## config.mk

```make
export PLATFORM = sky130hd
export DESIGN_NAME = sensor_node_command_scheduler
export DESIGN_NICKNAME = d
export VERILOG_FILES = /design/src/rtl/snc_pkg.sv /design/src/rtl/snc_ram.sv /design/src/rtl/snc_alu.sv /design/src/rtl/sensor_node_command_scheduler.sv
export SDC_FILE = /design/constraint.sdc
export NUM_CORES = 1
export LEC_CHECK = 0
export BUFFER_PORTS_ARGS = -buffer_cell sky130_fd_sc_hd__clkbuf_2
export CORE_MARGIN = 4
export CORE_UTILIZATION = 45
export DETAILED_ROUTE_END_ITERATION = 16
export GPL_TIMING_DRIVEN = 0
export PLACE_DENSITY = 0.65
export SYNTH_ARGS = -nofsm -noshare
export SYNTH_HDL_FRONTEND = slang
export SYNTH_SLANG_ARGS = --single-unit
```

## constraint.sdc

```tcl
create_clock -name clk -period 8.79 [get_ports clk]
set_input_delay 1.758 -clock clk [delete_from_list [all_inputs] [get_ports clk]]
set_output_delay 1.758 -clock clk [all_outputs]
set_load 0.02 [all_outputs]
```

## src/rtl/snc_pkg.sv

```systemverilog
// ----------------------------------------------------------------------------
// snc_pkg
// Shared types, constants and character helpers for the sensor node command
// scheduler.
// ----------------------------------------------------------------------------
package snc_pkg;

  // Frame buffer geometry
  localparam int BUFFER_DEPTH = 16;
  localparam int BUF_AW       = $clog2(BUFFER_DEPTH);
  localparam int BUF_LW       = $clog2(BUFFER_DEPTH + 1);

  // Period handling
  localparam logic [15:0] PERIOD_RESET = 16'd500;
  localparam logic [15:0] PERIOD_LIMIT = 16'd1000;

  // Multipliers for the shared multiply-add unit
  localparam int          MUL_W      = 7;
  localparam logic [6:0]  MUL_DIGIT  = 7'd10;
  localparam logic [6:0]  MUL_PERIOD = 7'd100;

  // Item kinds
  localparam logic MODE_BYTE = 1'b0;
  localparam logic MODE_TICK = 1'b1;

  // Command characters
  localparam logic [7:0] CHR_OPEN  = 8'h73;  // 's'
  localparam logic [7:0] CHR_CLOSE = 8'h65;  // 'e'
  localparam logic [7:0] CHR_ON    = 8'h42;  // 'B'
  localparam logic [7:0] CHR_ONE   = 8'h31;  // '1'
  localparam logic [7:0] CHR_T     = 8'h54;  // 'T'
  localparam logic [7:0] CHR_P     = 8'h50;  // 'P'
  localparam logic [7:0] CHR_H     = 8'h48;  // 'H'
  localparam logic [7:0] CHR_SLASH = 8'h2f;  // '/'

  typedef struct packed {
    logic       mode;
    logic [7:0] rx_char;
  } snc_in_t;

  typedef struct packed {
    logic read_temp;
    logic read_humi;
    logic read_press;
    logic show_th_off;
    logic show_press_off;
    logic power_off_th;
    logic power_off_press;
    logic wake_th;
    logic wake_press;
    logic command_done;
    logic rx_overflow;
  } snc_out_t;

  typedef enum logic [2:0] {
    ST_IDLE,
    ST_DISPATCH,
    ST_WALK,
    ST_COMMIT,
    ST_FINISH
  } snc_state_t;

  // Which period value the digits currently extend
  typedef enum logic [1:0] {
    SEL_NONE,
    SEL_T,
    SEL_P,
    SEL_H
  } snc_sel_t;

  // Commit order of the three periods
  typedef enum logic [1:0] {
    CM_TEMP,
    CM_HUMI,
    CM_PRESS
  } snc_commit_t;

  function automatic logic is_digit(input logic [7:0] ch);
    return (ch >= 8'h30) && (ch <= 8'h39);
  endfunction

  function automatic logic is_accepted(input logic [7:0] ch);
    return ((ch >= 8'h61) && (ch <= 8'h7a)) || ((ch >= 8'h41) && (ch <= 8'h5a)) ||
           is_digit(ch) || (ch == CHR_SLASH);
  endfunction

endpackage

```

## src/rtl/snc_ram.sv

```systemverilog
// ----------------------------------------------------------------------------
// snc_ram
// Generic single-write, single-read RAM with registered read data.
// ----------------------------------------------------------------------------
module snc_ram #(
  parameter int WIDTH = 8,
  parameter int DEPTH = 16
) (
  input  logic                     clk,
  input  logic                     we,
  input  logic [$clog2(DEPTH)-1:0] waddr,
  input  logic [WIDTH-1:0]         wdata,
  input  logic [$clog2(DEPTH)-1:0] raddr,
  output logic [WIDTH-1:0]         rdata
);

  logic [WIDTH-1:0] mem [DEPTH];

  // Write port and registered read port
  always_ff @(posedge clk) begin
    if (we) begin
      mem[waddr] <= wdata;
    end
    rdata <= mem[raddr];
  end

endmodule

```

## src/rtl/snc_alu.sv

```systemverilog
// ----------------------------------------------------------------------------
// snc_alu
// Shared multiply-add unit: y = (a * mul + add) modulo 2^16. Serves both the
// decimal digit accumulation and the period scaling.
// ----------------------------------------------------------------------------
module snc_alu
  import snc_pkg::*;
(
  input  logic [15:0]      a,
  input  logic [MUL_W-1:0] mul,
  input  logic [3:0]       add,
  output logic [15:0]      y
);

  logic [15+MUL_W:0] prod;

  // Multiply, keep the low 16 bits, add the digit
  assign prod = {{MUL_W{1'b0}}, a} * {16'd0, mul};
  assign y    = prod[15:0] + {12'd0, add};

endmodule

```

## src/rtl/sensor_node_command_scheduler.sv

```systemverilog
// ----------------------------------------------------------------------------
// sensor_node_command_scheduler
// A tick or an ordinary byte is registered and its result goes to the output
// register; a closing 'e' first walks the buffered characters, one character
// per cycle through the shared multiply-add unit, then for a long command
// commits the three periods on the same unit. One item at a time: the next
// transfer is taken once the item has moved to the output register. Reset
// clears the control state; the working registers are not reset.
// ----------------------------------------------------------------------------
module sensor_node_command_scheduler
  import snc_pkg::*;
(
  input  logic     clk,
  input  logic     rst_n,
  input  logic     in_valid,
  output logic     in_stall,
  input  snc_in_t  in_data,
  output logic     out_valid,
  input  logic     out_stall,
  output snc_out_t out_data
);

  // State registers
  snc_state_t           state_r, state_nxt;
  snc_in_t              in_r, in_nxt;
  logic                 frame_open_r, frame_open_nxt;
  logic [BUF_LW-1:0]    len_r, len_nxt;
  logic [BUFFER_DEPTH-1:0] vld_r, vld_nxt;
  logic [15:0]          period_t_r, period_t_nxt, period_h_r, period_h_nxt;
  logic [15:0]          period_p_r, period_p_nxt;
  logic [15:0]          saved_t_r, saved_t_nxt, saved_h_r, saved_h_nxt;
  logic [15:0]          saved_p_r, saved_p_nxt;
  logic [15:0]          tick_t_r, tick_t_nxt, tick_h_r, tick_h_nxt;
  logic [15:0]          tick_p_r, tick_p_nxt;
  logic                 chan_th_r, chan_th_nxt, chan_p_r, chan_p_nxt;
  logic                 shown_th_r, shown_th_nxt, shown_p_r, shown_p_nxt;
  logic                 short_r, short_nxt;
  logic [BUF_LW-1:0]    k_r, k_nxt;
  logic                 rd_pend_r, rd_pend_nxt;
  logic                 rd_ok_r, rd_ok_nxt;
  logic [BUF_AW-1:0]    rd_addr_r, rd_addr_nxt;
  snc_sel_t             sel_r, sel_nxt;
  logic [15:0]          vt_r, vt_nxt, vp_r, vp_nxt, vh_r, vh_nxt;
  logic                 on_r, on_nxt, one_r, one_nxt;
  snc_commit_t          cm_r, cm_nxt;
  logic                 out_valid_r, out_valid_nxt;
  snc_out_t             out_r, out_nxt;

  // Datapath signals
  logic                 ram_we;
  logic [7:0]           ram_q;
  logic [7:0]           rd_data;
  logic [15:0]          alu_a, alu_y;
  logic [MUL_W-1:0]     alu_mul;
  logic [3:0]           alu_add;
  logic [15:0]          cm_val;
  logic                 cm_ok;
  logic [BUF_LW-1:0]    walk_len;
  logic                 out_free;
  logic [15:0]          tt, th, tp;
  snc_out_t             res;

  // Frame buffer
  snc_ram #(
    .WIDTH (8),
    .DEPTH (BUFFER_DEPTH)
  ) u_buf (
    .clk   (clk),
    .we    (ram_we),
    .waddr (len_r[BUF_AW-1:0]),
    .wdata (in_r.rx_char),
    .raddr (k_r[BUF_AW-1:0]),
    .rdata (ram_q)
  );

  // Entries never written since reset read as zero
  assign rd_data = rd_ok_r ? ram_q : 8'h00;

  // Select the value under commit
  always_comb begin
    case (cm_r)
      CM_TEMP:  cm_val = vt_r;
      CM_HUMI:  cm_val = vh_r;
      CM_PRESS: cm_val = vp_r;
      default:  cm_val = vp_r;
    endcase
  end

  assign cm_ok = (cm_val != 16'd0) && (cm_val < PERIOD_LIMIT);

  // Feed the shared unit: digit step while walking, scaling while committing
  always_comb begin
    alu_a   = cm_val;
    alu_mul = MUL_PERIOD;
    alu_add = 4'd0;
    if (state_r == ST_WALK) begin
      alu_mul = MUL_DIGIT;
      alu_add = rd_data[3:0];
      case (sel_r)
        SEL_T:   alu_a = vt_r;
        SEL_P:   alu_a = vp_r;
        SEL_H:   alu_a = vh_r;
        default: alu_a = 16'd0;
      endcase
    end
  end

  snc_alu u_alu (
    .a   (alu_a),
    .mul (alu_mul),
    .add (alu_add),
    .y   (alu_y)
  );

  assign out_free = !out_valid_r || !out_stall;
  assign walk_len = short_r ? BUF_LW'(2) : len_r;
  assign in_stall = (state_r != ST_IDLE);

  // Sequencer: next state and datapath updates
  always_comb begin
    state_nxt      = state_r;
    in_nxt         = in_r;
    frame_open_nxt = frame_open_r;
    len_nxt        = len_r;
    vld_nxt        = vld_r;
    period_t_nxt   = period_t_r;
    period_h_nxt   = period_h_r;
    period_p_nxt   = period_p_r;
    saved_t_nxt    = saved_t_r;
    saved_h_nxt    = saved_h_r;
    saved_p_nxt    = saved_p_r;
    tick_t_nxt     = tick_t_r;
    tick_h_nxt     = tick_h_r;
    tick_p_nxt     = tick_p_r;
    chan_th_nxt    = chan_th_r;
    chan_p_nxt     = chan_p_r;
    shown_th_nxt   = shown_th_r;
    shown_p_nxt    = shown_p_r;
    short_nxt      = short_r;
    k_nxt          = k_r;
    rd_pend_nxt    = 1'b0;
    rd_ok_nxt      = vld_r[k_r[BUF_AW-1:0]];
    rd_addr_nxt    = k_r[BUF_AW-1:0];
    sel_nxt        = sel_r;
    vt_nxt         = vt_r;
    vp_nxt         = vp_r;
    vh_nxt         = vh_r;
    on_nxt         = on_r;
    one_nxt        = one_r;
    cm_nxt         = cm_r;
    out_valid_nxt  = out_valid_r && out_stall;
    out_nxt        = out_r;
    ram_we         = 1'b0;
    res            = '0;
    tt             = tick_t_r;
    th             = tick_h_r;
    tp             = tick_p_r;

    case (state_r)
      // Take one item
      ST_IDLE: begin
        if (in_valid) begin
          in_nxt    = in_data;
          state_nxt = ST_DISPATCH;
        end
      end

      // Handle ticks and ordinary bytes; start the walk on a closing byte
      ST_DISPATCH: begin
        if (out_free) begin
          state_nxt = ST_IDLE;
          if (in_r.mode == MODE_TICK) begin
            if (chan_th_r) begin
              res.read_temp = (tick_t_r == 16'd0);
              res.read_humi = (tick_h_r == 16'd0);
              tt = tick_t_r + 16'd1;
              th = tick_h_r + 16'd1;
            end else if (!shown_th_r) begin
              res.show_th_off = 1'b1;
              tt = 16'd0;
              th = 16'd0;
              shown_th_nxt = 1'b1;
            end
            if (chan_p_r) begin
              res.read_press = (tick_p_r == 16'd0);
              tp = tick_p_r + 16'd1;
            end else if (!shown_p_r) begin
              res.show_press_off = 1'b1;
              tp = 16'd0;
              shown_p_nxt = 1'b1;
            end
            tick_t_nxt = (tt >= period_t_r) ? 16'd0 : tt;
            tick_h_nxt = (th >= period_h_r) ? 16'd0 : th;
            tick_p_nxt = (tp >= period_p_r) ? 16'd0 : tp;
          end else if (is_accepted(in_r.rx_char)) begin
            if ((in_r.rx_char == CHR_OPEN) && !frame_open_r) begin
              frame_open_nxt = 1'b1;
              len_nxt        = '0;
            end else if (frame_open_r && (in_r.rx_char == CHR_CLOSE)) begin
              frame_open_nxt = 1'b0;
              short_nxt      = (len_r <= BUF_LW'(2));
              k_nxt          = '0;
              sel_nxt        = SEL_NONE;
              vt_nxt         = 16'd0;
              vp_nxt         = 16'd0;
              vh_nxt         = 16'd0;
              state_nxt      = ST_WALK;
            end else if (frame_open_r) begin
              if (len_r < BUF_LW'(BUFFER_DEPTH)) begin
                ram_we  = 1'b1;
                vld_nxt[len_r[BUF_AW-1:0]] = 1'b1;
                len_nxt = len_r + BUF_LW'(1);
              end else begin
                res.rx_overflow = 1'b1;
              end
            end
          end
          res.power_off_th    = !chan_th_r;
          res.power_off_press = !chan_p_r;
          if (state_nxt == ST_IDLE) begin
            out_valid_nxt = 1'b1;
            out_nxt       = res;
          end
        end
      end

      // Read one buffered character per cycle, process the one read before
      ST_WALK: begin
        if (k_r < walk_len) begin
          k_nxt       = k_r + BUF_LW'(1);
          rd_pend_nxt = 1'b1;
        end else begin
          state_nxt = short_r ? ST_FINISH : ST_COMMIT;
          cm_nxt    = CM_TEMP;
        end
        if (rd_pend_r) begin
          if (short_r) begin
            if (rd_addr_r == '0) begin
              on_nxt = (rd_data == CHR_ON);
            end else begin
              one_nxt = (rd_data == CHR_ONE);
            end
          end else if (is_digit(rd_data)) begin
            case (sel_r)
              SEL_T:   vt_nxt = alu_y;
              SEL_P:   vp_nxt = alu_y;
              SEL_H:   vh_nxt = alu_y;
              default: vt_nxt = vt_r;
            endcase
          end else if (rd_data == CHR_T) begin
            sel_nxt = SEL_T;
          end else if (rd_data == CHR_P) begin
            sel_nxt = SEL_P;
          end else if (rd_data == CHR_H) begin
            sel_nxt = SEL_H;
          end
        end
      end

      // Scale and store one period per cycle
      ST_COMMIT: begin
        case (cm_r)
          CM_TEMP: begin
            period_t_nxt = cm_ok ? alu_y : saved_t_r;
            saved_t_nxt  = cm_ok ? alu_y : saved_t_r;
            cm_nxt       = CM_HUMI;
          end
          CM_HUMI: begin
            period_h_nxt = cm_ok ? alu_y : saved_h_r;
            saved_h_nxt  = cm_ok ? alu_y : saved_h_r;
            cm_nxt       = CM_PRESS;
          end
          default: begin
            period_p_nxt = cm_ok ? alu_y : saved_p_r;
            saved_p_nxt  = cm_ok ? alu_y : saved_p_r;
            state_nxt    = ST_FINISH;
          end
        endcase
      end

      // Apply a channel command or clear the counters, then report
      ST_FINISH: begin
        if (out_free) begin
          if (short_r) begin
            if (on_r && one_r) begin
              chan_th_nxt  = 1'b1;
              res.wake_th  = 1'b1;
              period_t_nxt = saved_t_r;
              period_h_nxt = saved_h_r;
            end else if (on_r) begin
              chan_p_nxt     = 1'b1;
              res.wake_press = 1'b1;
              period_p_nxt   = saved_p_r;
            end else if (one_r) begin
              chan_th_nxt  = 1'b0;
              shown_th_nxt = 1'b0;
              tick_t_nxt   = 16'd0;
              tick_h_nxt   = 16'd0;
            end else begin
              chan_p_nxt  = 1'b0;
              shown_p_nxt = 1'b0;
              tick_p_nxt  = 16'd0;
            end
          end else begin
            tick_t_nxt = 16'd0;
            tick_h_nxt = 16'd0;
            tick_p_nxt = 16'd0;
          end
          res.command_done    = 1'b1;
          res.power_off_th    = !chan_th_nxt;
          res.power_off_press = !chan_p_nxt;
          out_valid_nxt       = 1'b1;
          out_nxt             = res;
          state_nxt           = ST_IDLE;
        end
      end

      default: begin
        state_nxt = ST_IDLE;
      end
    endcase
  end

  // Control state with reset
  always_ff @(posedge clk) begin
    if (!rst_n) begin
      state_r      <= ST_IDLE;
      frame_open_r <= 1'b0;
      len_r        <= '0;
      vld_r        <= '0;
      period_t_r   <= PERIOD_RESET;
      period_h_r   <= PERIOD_RESET;
      period_p_r   <= PERIOD_RESET;
      saved_t_r    <= PERIOD_RESET;
      saved_h_r    <= PERIOD_RESET;
      saved_p_r    <= PERIOD_RESET;
      tick_t_r     <= 16'd0;
      tick_h_r     <= 16'd0;
      tick_p_r     <= 16'd0;
      chan_th_r    <= 1'b1;
      chan_p_r     <= 1'b1;
      shown_th_r   <= 1'b0;
      shown_p_r    <= 1'b0;
      rd_pend_r    <= 1'b0;
      out_valid_r  <= 1'b0;
    end else begin
      state_r      <= state_nxt;
      frame_open_r <= frame_open_nxt;
      len_r        <= len_nxt;
      vld_r        <= vld_nxt;
      period_t_r   <= period_t_nxt;
      period_h_r   <= period_h_nxt;
      period_p_r   <= period_p_nxt;
      saved_t_r    <= saved_t_nxt;
      saved_h_r    <= saved_h_nxt;
      saved_p_r    <= saved_p_nxt;
      tick_t_r     <= tick_t_nxt;
      tick_h_r     <= tick_h_nxt;
      tick_p_r     <= tick_p_nxt;
      chan_th_r    <= chan_th_nxt;
      chan_p_r     <= chan_p_nxt;
      shown_th_r   <= shown_th_nxt;
      shown_p_r    <= shown_p_nxt;
      rd_pend_r    <= rd_pend_nxt;
      out_valid_r  <= out_valid_nxt;
    end
  end

  // Working registers
  always_ff @(posedge clk) begin
    in_r      <= in_nxt;
    short_r   <= short_nxt;
    k_r       <= k_nxt;
    rd_ok_r   <= rd_ok_nxt;
    rd_addr_r <= rd_addr_nxt;
    sel_r     <= sel_nxt;
    vt_r      <= vt_nxt;
    vp_r      <= vp_nxt;
    vh_r      <= vh_nxt;
    on_r      <= on_nxt;
    one_r     <= one_nxt;
    cm_r      <= cm_nxt;
    out_r     <= out_nxt;
  end

  assign out_valid = out_valid_r;
  assign out_data  = out_r;

endmodule

```

==> results of run 1 <==
path summary, 6_finish.rpt:
| kind | to | cells after the start | slack, ns |
|---|---|---|---|
| worst max register to register | period_h_r[13] | 20 | 2.07 |
| worst min-delay path | rd_addr_r[3] | 0 | 0.46 |
| worst min register to register | rd_addr_r[3] | 0 | 0.46 |
| worst max-delay path | period_h_r[13] | 20 | 2.07 |
metal layers:
metal | share of wire (%) | vias up | GRT usage [%]
li1 | - | 6507 | -
met1 | 45 | 6666 | 28.6
met2 | 46 | 408 | 32.9
met3 | 6.8 | 78 | 4.10
met4 | 2.3 | 0 | 5.19
met5 | 0 | - | 0
flip-flops by register name (all words and copies together), names as in the netlist, 5 cells and up:
| signal | flops |
|---|---|
| len_r | 5 |
| u_buf.mem | 128 |
| tick_h_r | 16 |
| in_r | 9 |
| tick_t_r | 16 |
| saved_h_r | 16 |
| period_h_r | 16 |
| vh_r | 16 |
| k_r | 5 |
| vp_r | 16 |
| saved_t_r | 16 |
| vld_r | 16 |
| saved_p_r | 16 |
| tick_p_r | 16 |
| u_buf.rdata | 8 |
| period_p_r | 16 |
| period_t_r | 16 |
| vt_r | 16 |
| out_data | 11 |
synthesized netlist by cell type (15+ instances only):
| master | number | share of area [%] |
|---|---|---|
| and2_1 | 23 | 0.73 |
| a211oi_1 | 17 | 0.65 |
| nand4_1 | 18 | 0.57 |
| nand3_1 | 51 | 1.3 |
| edfxtp_1 | 208 | 32 |
| o211ai_1 | 22 | 0.84 |
| nor3_1 | 17 | 0.43 |
| or2_2 | 15 | 0.48 |
| inv_1 | 90 | 1.7 |
| and3_1 | 23 | 0.73 |
| dfxtp_1 | 188 | 19 |
| mux4_2 | 45 | 5.2 |
| mux2_2 | 29 | 1.7 |
| clkbuf_1 | 67 | 1.3 |
| nand2_1 | 125 | 2.4 |
| a22o_1 | 51 | 2.3 |
| mux2i_1 | 75 | 3.8 |
| xnor2_1 | 16 | 0.71 |
| o21a_1 | 17 | 0.65 |
| a21o_1 | 18 | 0.69 |
| a21oi_1 | 92 | 2.3 |
| ha_1 | 115 | 7.3 |
| nor2_1 | 126 | 2.4 |
| o21ai_0 | 99 | 2.5 |
| fa_1 | 20 | 2.0 |
per-stage QoR:
step | power [mW] | instance area, um2 | instances
6_report | 4.02 | 22000 | 2415
5_1_grt | 4.15 | 22000 | 2415
4_1_cts | 4.04 | 22000 | 2415
3_5_place_dp | 2.17 | 20500 | 2336
3_3_place_gp | 2.16 | 20500 | 2334
2_1_floorplan | 2.11 | 19600 | 1725
cell families (layout without fill, tap and decap cells):
logic type               count (synthesis)  count (layout)  share of synthesized area (%)
AND/OR/NAND/NOR                        459             459                           11.2
flip-flops                             396             396                           50.9
AO/OA/AOI/OAI                          369             369                           12.3
buffers and inverters                  187             292                           3.91
multiplexers                           153             153                           11.0
adder cells (fa/ha/maj)                135             135                           9.36
XOR/XNOR                                25              25                           1.22
other                                    1               1                         0.0191
power by group through the flow:
| stage | clock, mW | sequential (mW) | combinational, mW |
|---|---|---|---|
| detailed placement | 0 | 2.03 | 0.133 |
| global route | 2.00 | 1.99 | 0.146 |
| CTS | 1.91 | 1.99 | 0.134 |
| global placement | 0 | 2.03 | 0.131 |
| finish | 1.89 | 1.99 | 0.134 |
| floorplan | 0 | 2.03 | 0.0825 |
worst max-delay path, stage by stage (launching register included):
cell,delay [ns]
dfxtp_1,0.31
buf_2,0.17
nand2b_1,0.18
nor2_1,0.52
clkbuf_1,0.47
clkbuf_1,0.59
nor2_1,0.19
ha_1,0.33
inv_1,0.05
fa_1,0.53
inv_1,0.05
fa_1,0.47
ha_1,0.30
ha_1,0.35
nand3_1,0.09
o2111ai_1,0.35
a41o_1,0.24
a21oi_1,0.10
xnor2_1,0.90
mux2i_1,0.25
a21oi_1,0.20
final cells by class:
class | count | area share (%)
Sequential cell | 396 | 45.4
Multi-Input combinational cell | 1142 | 40.3
Clock buffer | 59 | 5.82
Tap cell | 585 | 3.32
Buffer | 95 | 1.92
Inverter | 92 | 1.57
Clock inverter | 20 | 1.02
Timing Repair Buffer | 26 | 0.681
==> flow_summary_export.csv, run 1 <==
group,metric,value,unit
sta,slew_viol_final,0,
finish,antennaDiodeCount,0,
clock_tree,cts_max_level,2,
sta,clock_skew,0.0123,ns
power_and_ir_drop,peakVddDrop,0.184,mV
global_route,grt_overflow,0,
power_and_ir_drop,p_per_area,182,nW/um2
logic_synthesis,synth_nets,1873,
sta,setup_violations,0,
sta,tightest_slew,1.32,ns
logic_synthesis,syn_area_per_cell,11.4,um2
power_and_ir_drop,swShare,21.4,%
power_and_ir_drop,intPower,3.16,mW
sta,setup_ws,2.07,ns
status,status,"completed",
routing,totalWireLength,48200,um
finish,seqCellArea,10000,um2
worst_setup_path,critical_path_class,"reg2reg",
logic_synthesis,yosys_most_used_dff,"edfxtp_1",
finish,layout.cells.most_common,"edfxtp_1",
clock_tree,root_buffer,"clkbuf_16",
die,fp.dieArea,47100,um2
power_and_ir_drop,p_sw,0.860,mW
logic_synthesis,synth.distinct_cells,79,
place,io_buffers,24,
global_route,grtUsageTotal,20.4,%
power_and_ir_drop,power_leakage,8.82,nW
sta,rsz0062_at_grt,"no",
die,die_h,217,um
global_route,grt_pass1_wl,76100,um
routing,drtAntennaViolNets,0,
power_and_ir_drop,power.share.clock,47.1,%
run,maxCapViolCount,0,
clock_tree,cts_tree,"built",
worst_setup_path,crit_fanout,10,
place,dp_hpwl,35300,um
sta,timing.hold.ws,0.462,ns
finish,mostFrequentLayoutCells,"edfxtp_1, dfxtp_1, nand2_1, nor2_1, ha_1",
global_route,first_global_vias,13800,
routing,vias_per_cell,5.66,
die,ioPinCount,26,
worst_setup_path,crit_path_end_kind,"flip-flop",
logic_synthesis,synth_area,19600,um2
worst_setup_path,required,9.26,ns
clock_tree,ctsLongestPathBuffers,3,
logic_synthesis,ys_seq_area_share,50.9,%
sta,fin_setup_tns,0,ns
place,gp_congestion,0.884,
routing,drt-pass1-iter-count,5,
sta,finalHoldViolations,0,
clock_tree,cts_made_buffers,43,
finish,drive_gt1_share,12.3,%
sta,min_period,6.72,ns
finish,final_nets,1944,
sta,max_freq,149,MHz
finish,syn2layout_area_growth,12.2,%
worst_setup_path,cp-start-kind,"flip-flop",
sta,slew_headroom,11.8,%
sta,period_share,76.5,%
routing,wire_per_inst,20.0,um
die,die_w,217,um
routing,drt_iter0_markers,942,
finish,multi_input_area,8880,um2
finish,fillers,3745,
logic_synthesis,syn_inst,1725,
clock_tree,cts_setup_buffers,0,
logic_synthesis,async_flop_share,0,%
clock_tree,clkSlewWorstSetupHoldPaths,0.06,ns
place,preCtsSetupSlack,2.23,ns
routing,drc,0,
power_and_ir_drop,combPwrFrac,3.3,%
hold_path,hp-class,"reg2reg",
clock_tree,clk_latency,0.55,ns
finish,utilization,51.2,%
clock_tree,cts_resized,0,
logic_synthesis,yosys_warnings,0,
worst_setup_path,timing.rr.start,"state_r[2]",
clock_tree,clock-sinks,396,
die,start_util,45.6,%
worst_setup_path,critPathArrivalTime,7.19,ns
routing,vias,13700,
global_route,grt_max_degree,22,
logic_synthesis,synth_seq_cells,396,
hold_path,worstHoldStart,"k_r[3]",
global_route,antenna_found_initial,0,
logic_synthesis,synth_edf_count,208,
clock_tree,cts_hold_buf,0,
power_and_ir_drop,power_frac_seq,49.6,%
die,rows,76,
worst_setup_path,cp-startpoint,"state_r[2]",
die,fp.coreArea,43100,um2
Note: power is estimated with default switching activity, not from simulation.
==> run 2, diff against run 1 <==
==> constraint.sdc (replaced) <==
create_clock -name clk -period 6.69 [get_ports clk]
set_input_delay 1.338 -clock clk [delete_from_list [all_inputs] [get_ports clk]]
set_output_delay 1.338 -clock clk [all_outputs]
set_load 0.02 [all_outputs]
==> run 2 against run 1 <==
Net effect: sequential share of layout area barely moved; register-to-register slack got worse by 1.8 ns; first-iteration DRC count fell by 0.32%; critical path type unchanged; highest routed layer unchanged.
==> flow_summary_export.csv, run 2 (synthesized netlist as in run 1, its figures left out) <==
group,metric,value,unit
routing,drc,0,
worst_setup_path,worst-path-buf-inv,5,
worst_setup_path,cp-start-kind,"flip-flop",
place,gp_congestion,0.884,
global_route,first_global_vias,13800,
sta,timing.hold.ws,0.462,ns
finish,regMostFlops,"u_buf.mem",
sta,finalHoldViolations,0,
clock_tree,cts_made_buffers,43,
place,dp_hpwl,35300,um
die,rows,76,
sta,fin_setup_tns,0,ns
routing,drt_iter0_markers,939,
finish,fillers,3742,
sta,setup_violations,0,
worst_setup_path,cp_top_family,"adder cells",
run,maxCapViolCount,0,
power_and_ir_drop,p_sw,1.13,mW
die,fp.coreArea,43100,um2
worst_setup_path,crit_path_end_kind,"flip-flop",
power_and_ir_drop,intPower,4.15,mW
finish,layout.cells.most_common,"edfxtp_1",
clock_tree,ctsLongestPathBuffers,3,
place,io_buffers,24,
power_and_ir_drop,swShare,21.4,%
finish,multi_input_area,8900,um2
finish,largest_reg_flops,128,
worst_setup_path,critPathSlowestCell,"clkbuf_1",
die,die_h,217,um
die,die_w,217,um
power_and_ir_drop,power_leakage,8.84,nW
worst_setup_path,cpMostUsedCell,"ha_1",
place,preCtsSetupSlack,0.126,ns
global_route,grt_pass1_wl,76100,um
clock_tree,cts_tree,"built",
die,ioPinCount,26,
clock_tree,cts_resized,0,
sta,rsz0062_at_grt,"no",
power_and_ir_drop,power.share.clock,47.0,%
global_route,grtUsageTotal,20.4,%
finish,final_nets,1944,
power_and_ir_drop,peakVddDrop,0.242,mV
clock_tree,clk_latency,0.55,ns
global_route,antenna_found_initial,0,
clock_tree,cts_setup_buffers,0,
clock_tree,clkSlewWorstSetupHoldPaths,0.07,ns
power_and_ir_drop,power_frac_seq,49.6,%
die,fp.dieArea,47100,um2
sta,slew_viol_final,0,
worst_setup_path,path_cells,"buf_2 > nand2b_1 > nor2_2 > clkbuf_1 > clkbuf_1 > nor2_1 > ha_1 > inv_1 > fa_1 > inv_1 > fa_1 > ha_1 > ha_1 > o21a_1 > a2111o_1 > a31o_2 > a21oi_1 > xnor2_1 > nand2_1 > a221oi_1",
hold_path,hp-class,"reg2reg",
clock_tree,clock-sinks,396,
routing,totalWireLength,48300,um
status,status,"completed",
worst_setup_path,critical_path_class,"reg2reg",
routing,vias,13700,
routing,drt-pass1-iter-count,7,
worst_setup_path,required,7.14,ns
global_route,grt_overflow,0,
finish,syn2layout_area_growth,12.3,%
finish,antennaDiodeCount,0,
global_route,grt_max_degree,22,
finish,seqCellArea,10000,um2
sta,max_freq,156,MHz
sta,period_share,96.0,%
place,postPlaceCellArea,20500,um2
routing,drtAntennaViolNets,0,
clock_tree,cts_hold_buf,0,
power_and_ir_drop,p_per_area,239,nW/um2
worst_setup_path,critPathArrivalTime,6.88,ns
worst_setup_path,crit_fanout,10,
clock_tree,cts_max_level,2,
finish,drive_gt1_share,12.5,%
clock_tree,root_buffer,"clkbuf_16",
sta,setup_ws,0.265,ns
sta,slew_headroom,12.0,%
sta,tightest_slew,1.32,ns
sta,clock_skew,0.0127,ns
worst_setup_path,timing.critical_path.slowest_cell_delay,0.57,ns
finish,mostFrequentLayoutCells,"edfxtp_1, dfxtp_1, nand2_1",
routing,wire_per_inst,20.0,um
finish,final_cell_area,22100,um2
routing,vias_per_cell,5.67,
die,start_util,45.6,%
sta,min_period,6.43,ns
power_and_ir_drop,combPwrFrac,3.3,%
==> run 2: cell counts in the layout (fill, tap and decap cells not counted) <==
Identical to the previous run, type by type.
==> run 2: worst paths after layout <==
kind	start	to	slack [ns]	cells past startpoint
hold reg to reg	k_r[3]	rd_addr_r[3]	0.46	0
hold / removal	k_r[3]	rd_addr_r[3]	0.46	0
setup / recovery	state_r[2]	period_h_r[14]	0.26	20
setup reg to reg	state_r[2]	period_h_r[14]	0.26	20
==> run 2: layout make-up <==
type | instances | share of cell area, %
multi-input combinational | 1142 | 40.3
sequential | 396 | 45.4
timing repair buffer | 26 | 0.680
inverter | 92 | 1.56
buffer | 95 | 1.92
tap | 585 | 3.32
clock inverter | 20 | 1.02
clock buffer | 59 | 5.81
==> run 2: power by group through the flow <==
stage | clock network [mW] | registers, mW | logic, mW
2_1_floorplan | 0 | 2.66 | 0.108
4_1_cts | 2.51 | 2.62 | 0.176
3_3_place_gp | 0 | 2.67 | 0.172
3_5_place_dp | 0 | 2.67 | 0.175
5_1_grt | 2.63 | 2.62 | 0.191
6_report | 2.48 | 2.62 | 0.176
==> run 2: per-stage QoR <==
step                total power, mW  cells  utilization (%)
global placement               2.84   2334             47.6
global route                   5.45   2415             51.2
finish                         5.28   2415             51.2
detailed placement             2.84   2336             47.7
floorplan                      2.77   1725                -
CTS                            5.31   2415             51.2
==> run 2: worst reg2reg max path: stages (launching register included) <==
cell	delay, ns
dfxtp_1	0.31
buf_2	0.17
nand2b_1	0.19
nor2_2	0.34
clkbuf_1	0.46
clkbuf_1	0.57
nor2_1	0.19
ha_1	0.33
inv_1	0.05
fa_1	0.53
inv_1	0.05
fa_1	0.47
ha_1	0.30
ha_1	0.35
o21a_1	0.15
a2111o_1	0.45
a31o_2	0.25
a21oi_1	0.17
xnor2_1	0.37
nand2_1	0.30
a221oi_1	0.34
==> run 2: layer usage <==
layer	up-vias	track usage (%)	wire length [um]	share of wire, %
met5	-	0	0	0
met4	0	5.19	1130	2.3
met3	80	4.10	3320	6.9
met2	416	32.9	22000	46
met1	6679	28.6	21800	45
li1	6509	-	-	-
